[config.mk]
export PLATFORM = sky130hd
export DESIGN_NAME = cpfw_back
export DESIGN_NICKNAME = d
export VERILOG_FILES = /design/src/rtl/cpfw_pkg.sv /design/src/rtl/cpfw_back.sv
export SDC_FILE = /design/constraint.sdc
export NUM_CORES = 1
export LEC_CHECK = 0
export BUFFER_PORTS_ARGS = -buffer_cell sky130_fd_sc_hd__clkbuf_2
export CORE_UTILIZATION = 52
export CTS_CLUSTER_DIAMETER = 80
export DETAILED_ROUTE_END_ITERATION = 10
export PLACE_DENSITY = 0.9
export SLEW_MARGIN = 20
export SYNTH_ARGS = -nofsm -noshare
export SYNTH_HDL_FRONTEND = slang
export SYNTH_SLANG_ARGS = --single-unit
export TNS_END_PERCENT = 5
[constraint.sdc]
create_clock -name clk -period 0.8 [get_ports clk]
set_input_delay 0.04 -clock clk [delete_from_list [all_inputs] [get_ports clk]]
set_output_delay 0.04 -clock clk [all_outputs]
set_load 0.02 [all_outputs]
[src/rtl/cpfw_pkg.sv]
// shared types and constants for the cylinder potential-flow wind block
package cpfw_pkg;

    // field widths
    localparam int POS_W     = 24;
    localparam int DIFF_W    = 25;
    localparam int SQ_W      = 49;
    localparam int R2SUM_W   = 50;
    localparam int SPEED_W   = 16;
    localparam int RADIUS_W  = 10;
    localparam int RR_W      = 20;
    localparam int VD_W      = 64;
    localparam int VDR_W     = 84;
    localparam int DEN_W     = 99;
    localparam int Q_BITS    = 22;
    localparam int DEN_SH_W  = DEN_W + Q_BITS - 1;
    localparam int TERM_W    = 21;
    localparam int WIND_W    = 16;
    localparam int SUM_W     = 23;

    // configuration port
    localparam int CFG_IDX_W  = 8;
    localparam int CFG_DATA_W = 24;

    localparam logic [CFG_IDX_W-1:0] REG_OBSTACLE_NORTH    = 8'd0;
    localparam logic [CFG_IDX_W-1:0] REG_OBSTACLE_DOWN     = 8'd1;
    localparam logic [CFG_IDX_W-1:0] REG_CYLINDER_RADIUS   = 8'd2;
    localparam logic [CFG_IDX_W-1:0] REG_FREE_STREAM_SPEED = 8'd3;

    // register reset values
    localparam logic signed [POS_W-1:0]   OBSTACLE_NORTH_RST    = 24'sd58880;
    localparam logic signed [POS_W-1:0]   OBSTACLE_DOWN_RST     = 24'sd0;
    localparam logic [RADIUS_W-1:0]       CYLINDER_RADIUS_RST   = 10'd50;
    localparam logic signed [SPEED_W-1:0] FREE_STREAM_SPEED_RST = -16'sd3072;

    // limits
    localparam logic [TERM_W-1:0]         TERM_LIMIT = 21'h100000;
    localparam logic signed [SUM_W-1:0]   NORTH_HI   = 23'sd32767;
    localparam logic signed [SUM_W-1:0]   WIND_LO    = -23'sd32768;
    localparam logic signed [SUM_W-1:0]   DOWN_HI    = 23'sd256;

    // per-item sideband carried down the pipeline
    typedef struct packed {
        logic                      zero;
        logic                      vneg;
        logic                      xneg;
        logic                      zneg;
        logic                      bbig;
        logic                      cap1;
        logic                      cap2;
        logic signed [SPEED_W-1:0] v;
    } side_t;

endpackage

[src/rtl/cpfw_back.sv]
// rounding, sign, saturation and the output register
module cpfw_back
    import cpfw_pkg::*;
(
    input  logic                      clk,
    input  logic                      rst_n,
    input  logic                      adv,
    input  logic                      in_valid,
    input  side_t                     in_side,
    input  logic [Q_BITS-1:0]         in_q1,
    input  logic [Q_BITS-1:0]         in_q2,
    output logic                      out_valid,
    output logic signed [WIND_W-1:0]  wind_north,
    output logic signed [WIND_W-1:0]  wind_down,
    output logic                      at_centre
);

    // half-step quotient to rounded, capped term
    function automatic logic [TERM_W-1:0] round_cap(input logic [Q_BITS-1:0] q,
                                                    input logic cap);
        logic [Q_BITS:0]   qp;
        logic [Q_BITS-1:0] qh;
        qp = {1'b0, q} + {{Q_BITS{1'b0}}, 1'b1};
        qh = qp[Q_BITS:1];
        if (cap || (qh > Q_BITS'(TERM_LIMIT)))
        begin
            return TERM_LIMIT;
        end
        return qh[TERM_W-1:0];
    endfunction

    logic [TERM_W-1:0]        t1, t2;
    logic signed [SUM_W-1:0]  ext_v, ext_t1, ext_t2, nsum, dsum;
    logic signed [WIND_W-1:0] north_next, down_next;
    logic                     neg1, neg2;
    logic                     valid_reg;

    assign t1     = round_cap(in_q1, in_side.cap1);
    assign t2     = round_cap(in_q2, in_side.cap2);
    assign ext_v  = SUM_W'(in_side.v);
    assign ext_t1 = {2'b0, t1};
    assign ext_t2 = {2'b0, t2};
    assign neg1   = in_side.vneg ^ in_side.bbig;
    assign neg2   = in_side.vneg ^ in_side.xneg ^ in_side.zneg;
    assign nsum   = neg1 ? (ext_v + ext_t1) : (ext_v - ext_t1);
    assign dsum   = neg2 ? ext_t2 : -ext_t2;

    // saturate both components, zero offset forces zero
    always_comb
    begin
        if (in_side.zero)
        begin
            north_next = '0;
            down_next  = '0;
        end
        else
        begin
            if (nsum > NORTH_HI)
                north_next = 16'sh7FFF;
            else if (nsum < WIND_LO)
                north_next = 16'sh8000;
            else
                north_next = nsum[WIND_W-1:0];
            if (dsum > DOWN_HI)
                down_next = DOWN_HI[WIND_W-1:0];
            else if (dsum < WIND_LO)
                down_next = 16'sh8000;
            else
                down_next = dsum[WIND_W-1:0];
        end
    end

    always_ff @(posedge clk or negedge rst_n)
    begin
        if (!rst_n)
        begin
            valid_reg <= 1'b0;
        end
        else if (adv)
        begin
            valid_reg <= in_valid;
        end
    end

    always_ff @(posedge clk)
    begin
        if (adv)
        begin
            wind_north <= north_next;
            wind_down  <= down_next;
            at_centre  <= in_side.zero;
        end
    end

    assign out_valid = valid_reg;

endmodule

==> results of run 1 <==
[kinds of logic after synthesis]
| family | after synthesis | share of synthesized area, % |
|---|---|---|
| flops | 34 | 18.3 |
| mux | 9 | 1.74 |
| fa+ha+maj | 31 | 7.13 |
| xor+xnor | 86 | 13.6 |
| simple gates | 297 | 28.6 |
| buf+inv | 60 | 4.56 |
| compound gates | 208 | 26.0 |
[per-layer routing]
| layer | overflow | GRT usage (%) |
|---|---|---|
| met1 | 5 | 83.7 |
| met2 | 145 | 104 |
| met3 | 5 | 75.9 |
| met4 | 72 | 95.4 |
| met5 | 0 | 50.5 |
[metrics by stage]
stage                     cells  hold WS (ns)  worst slack [ns]
after global placement     1218        -0.186             -4.33
after floorplan             725        -0.256             -4.53
after CTS                  1249       0.00764             -4.11
after detailed placement   1218        -0.168             -4.80
[Yosys cell counts (14+ instances only)]
| master | count | area share, % |
|---|---|---|
| sky130_fd_sc_hd__a31oi_1 | 14 | 1.6 |
| sky130_fd_sc_hd__ha_1 | 30 | 6.8 |
| sky130_fd_sc_hd__xnor2_1 | 47 | 7.4 |
| sky130_fd_sc_hd__nand3_1 | 33 | 3.0 |
| sky130_fd_sc_hd__nor2_1 | 71 | 4.8 |
| sky130_fd_sc_hd__o21ai_0 | 43 | 3.9 |
| sky130_fd_sc_hd__edfxtp_1 | 33 | 18 |
| sky130_fd_sc_hd__nor4_1 | 14 | 1.6 |
| sky130_fd_sc_hd__inv_1 | 26 | 1.8 |
| sky130_fd_sc_hd__nand4_1 | 25 | 2.8 |
| sky130_fd_sc_hd__nand2_1 | 49 | 3.3 |
| sky130_fd_sc_hd__a21oi_1 | 54 | 4.9 |
| sky130_fd_sc_hd__clkbuf_1 | 22 | 1.5 |
| sky130_fd_sc_hd__xor2_1 | 39 | 6.2 |
| sky130_fd_sc_hd__nor3_1 | 21 | 1.9 |
[repair_timing]
item | in CTS
hold endpoints to repair | 1
hold buffers | 1
setup endpoints to repair | 66
resized for setup | 81
setup buffers | 20
gates cloned | 2
pin swaps | 41
==> impl_metrics.yaml, run 1 <==
synth:
  synthesis.nets: 827
  synth-seq-cells: 34
  synth_area_per_cell_um2: 7.65
  postSynthCellCount: 725
  number_of_library_cell_types_mapped_by_synthesis: 79
  post_synthesis_instance_area_um2: 5550
  ys_warn_count: 0
  synth_enable_flop_cells: 33
  postSynth.asyncResetShare_pct: 2.94
  yosysSeqAreaShare_pct: 18.3
  synth_ff_type: "sky130_fd_sc_hd__edfxtp_1"
timing:
  crit_endpoint: "wind_north[2]$_SDFFCE_PP0P_/D"
  type_of_the_worst_endpoint_after_the_last_repair: "register data pin"
run_status:
  stop_error: "[ERROR GRT-0232] Routing congestion too high. Check the congestion heatmap in the GUI."
  outcome.stop_stage: "5_1_grt"
  status: "aborted with a tool error"
floorplan:
  chipWidth_um: 105
  floorplan.initialDensity_pct: 53.7
  ios: 105
  floorplan.die.height_um: 105
  num_rows: 37
clock_tree:
  clock-root-buffer: "sky130_fd_sc_hd__clkbuf_8"
  clock-sinks: 34
  clockBufferDepth: 2
  cts.htree.levels: 2
  numCtsBuffers: 5
global_routing:
  grt_max_degree: 22
  groute.usage.overall_pct: 88.3
  globalRoute.totalOverflow: 227
place:
  globalplace.congestion: 1.03
  dp_hpwl_mm: 18.9
  placement.io_buffers: 104
  place_area_um2: 8370
==> run 2: changes to the inputs <==
Settings changed: CORE_UTILIZATION 52 to 40, CTS_CLUSTER_DIAMETER 80 to unset, PLACE_DENSITY 0.9 to unset, PLACE_DENSITY_LB_ADDON set to 0.15.
Clock period 0.8 ns to 1 ns, I/O delays scaled along.
==> run 2 against run 1 <==
Compared with the run above:
- the flow now finishes, with violations (negative setup slack)
- synthesized area stayed put
- synthesized cell count stayed put
==> impl_metrics.yaml, run 2 <==
worst_setup_path:
  timing.critical_path.fanout_max: 7
  timing.critical_path.slowest_cell_delay_ns: 0.38
  critPathKind: "in -> reg"
  critPathCaptureType: "register"
  worst_ep_arrival_time_ns: 5.14
  worstPathRequired_ns: 1.03
  critical_path.most_common_cell: "sky130_fd_sc_hd__buf_4"
  worst_path_max_delay_cell: "sky130_fd_sc_hd__a311o_1"
  critPathTopFamily: "compound AO/OA/AOI/OAI gates"
  setup.worst_path.start_class: "input port"
  cp.buffers_inverters: 6
timing:
  relSlewSlack_pct: 57.3
  post_route_clock_period_utilization_pct: 511
  fin_skew_ns: 0
  timing_worst_slew_pin_value_ns: 0.639
  hold_viol: 0
  hold_slack_ns: 0.00811
  setup_violations: 32
  final-max-slew-violation-count: 0
  final.setup.worst_slack_ns: -4.11
  max_freq_ghz: 0.196
  tns_ns: -106.65
  setup_repair_after_global_routing_missed_its_margin: "yes"
  final_period_minus_worst_setup_slack_ns: 5.11
synth:
  synthMostInstantiatedCell: "sky130_fd_sc_hd__nor2_1"
  share_of_the_synthesized_area_in_the_top_cell_type_pct: 17.9
  postSynth.asyncResetShare_pct: 2.94
  number_of_library_cell_types_mapped_by_synthesis: 79
  synth_enable_flop_cells: 33
  postSynthCellCount: 725
  synth_top_area_cell: "sky130_fd_sc_hd__edfxtp_1"
  synth_ff_type: "sky130_fd_sc_hd__edfxtp_1"
  post_synth_most_frequent_cells: "71 x sky130_fd_sc_hd__nor2_1, 54 x sky130_fd_sc_hd__a21oi_1, 49 x sky130_fd_sc_hd__nand2_1"
  post_synthesis_instance_area_um2: 5550
  synth.area.top_cells: "sky130_fd_sc_hd__edfxtp_1 18%, sky130_fd_sc_hd__xnor2_1 7.4%, sky130_fd_sc_hd__ha_1 6.8%"
  yosysSeqAreaShare_pct: 18.3
  synth-seq-cells: 34
  ys_warn_count: 0
  synthesis.nets: 827
  synth_area_per_cell_um2: 7.65
global_routing:
  first_global_vias: 6671
  antenna_found_initial: 0
  grt_max_degree: 34
  groute.usage.overall_pct: 26.7
  globalRoute.totalOverflow: 0
  first_pass_grt_wire_length_mm: 31.5
floorplan:
  dieArea_um2: 14300
  floorplan.initialDensity_pct: 41.4
  num_rows: 42
  core_area_um2: 13400
  ios: 105
  floorplan.die.height_um: 120
  chipWidth_um: 120
run_status:
  status: "finished, violations left"
  violations_in_the_final_reports: "negative setup slack"
route:
  total_via_count_after_detailed_routing: 6990
  drtAntennaViolNets: 0
  drt_pre_antenna_iters: 5
  avgViaCountPerCell: 5.45
  drt-initial-drc-count: 587
  remaining_drc_errors: 0
  wl_mm: 19.5
  wire_per_inst_um: 15.2
place:
  preCtsSetupSlack_ns: -4.49
  numPlacedInstances: 1255
  placement.io_buffers: 104
  globalplace.congestion: 0.907
  dp_hpwl_mm: 15.7
  place_area_um2: 8400
cells_and_area:
  final_cell_count_no_fill: 1283
  nFillCells: 1121
  synthToLayoutAreaGrowth_pct: 64.4
  insertedDiodeCount: 0
  largest_registers: "wind_down: 16 flops, wind_north: 16 flops"
  design_area_um2: 9120
  layout.area.seq_um2: 1020
  finish.net_count: 1208
  mostFrequentLayoutCells: "295 x sky130_fd_sc_hd__buf_4, 100 x sky130_fd_sc_hd__clkbuf_2, 63 x sky130_fd_sc_hd__nor2_1, 48 x sky130_fd_sc_hd__nand2_1, 48 x sky130_fd_sc_hd__a21oi_1"
  layout_commonest_cell: "sky130_fd_sc_hd__buf_4"
  multi_input_area_um2: 4720
  drive_above_1_share_pct: 46.9
power:
  cellPowerDensity_nw_per_um2: 899
  total_leakage_power_nw: 4.11
  vdd_drop_max_mv: 0.756
clock_tree:
  cts_tree: "yes"
  worst_skew_pair_later_pin_latency_ns: 0.28
  cts.htree.levels: 2
  numCtsBuffers: 5
  clock-root-buffer: "sky130_fd_sc_hd__clkbuf_16"
  clockBufferDepth: 2
  clock-sinks: 34
  clock_transition_at_the_registers_of_the_reported_paths_ns: 0.06
min_path:
  hp-class: "in -> reg"
flow_run:
  cap_violations: 0
## run 2: cell counts after synthesis
Identical to the previous run, type by type.
## run 2: per-layer routing
| metal | global-route usage, % | vias up | wire (um) |
|---|---|---|---|
| met5 | 0 | - | 0 |
| met3 | 1.66 | 23 | 828 |
| met1 | 37.1 | 3260 | 9220 |
| li1 | - | 3488 | - |
| met4 | 3.59 | 0 | 192 |
| met2 | 46.1 | 219 | 9310 |
## run 2: cell type report
class,instances,share of cell area (%)
tap,176,2.41
sequential,34,11.1
inverter,26,1.07
clock inverter,3,0.178
multi-input combinational,631,51.8
timing repair buffer,408,32.0
clock buffer,5,1.37
## run 2: logic make-up after synthesis
group                    count (synthesis)  synth area share, %
AND/OR/NAND/NOR                        297                 28.6
AO/OA/AOI/OAI                          208                 26.0
XOR/XNOR                                86                 13.6
buffers and inverters                   60                 4.56
flip-flops                              34                 18.3
adder cells (fa/ha/maj)                 31                 7.13
multiplexers                             9                 1.74
## run 2: path summary, 6_finish.rpt
check	start	end	slack (ns)	cells past startpoint
min in group asynchronous	rst_n	out_valid	0.07	2
worst min register to register	out_valid	out_valid	0.51	1
worst max register to register	out_valid	out_valid	0.26	1
worst min-delay path	in_valid	out_valid	0.008	2
max in group asynchronous	rst_n	out_valid	0.84	2
worst max-delay path	in_q1[2]	wind_north[14]	-4.11	29
## run 2: repair_timing
action,in CTS,in global routing
cloned,1,1
hold buffers,1,0
endpoints found under the setup margin,32,32
gates resized for setup,57,44
pin swaps,40,35
endpoints found under the hold margin,1,0
setup buffers,12,6
## run 2: per-stage QoR
stage          power (mW)  util, %
3_3_place_gp         6.02     62.7
2_1_floorplan        4.11        -
6_report             8.20     68.0
3_5_place_dp         6.12     62.7
5_1_grt              8.64     68.0
4_1_cts              7.88     66.4
## run 2: where the power goes
part | leakage (nW) | internal [mW] | switching, mW
sequential | 0.329 | 1.79 | 0.0507
clock | 0.0672 | 0.907 | 0.571
combinational | 3.72 | 2.33 | 2.55
total | 4.11 | 5.03 | 3.17
Note: power is estimated with default switching activity, not from simulation.
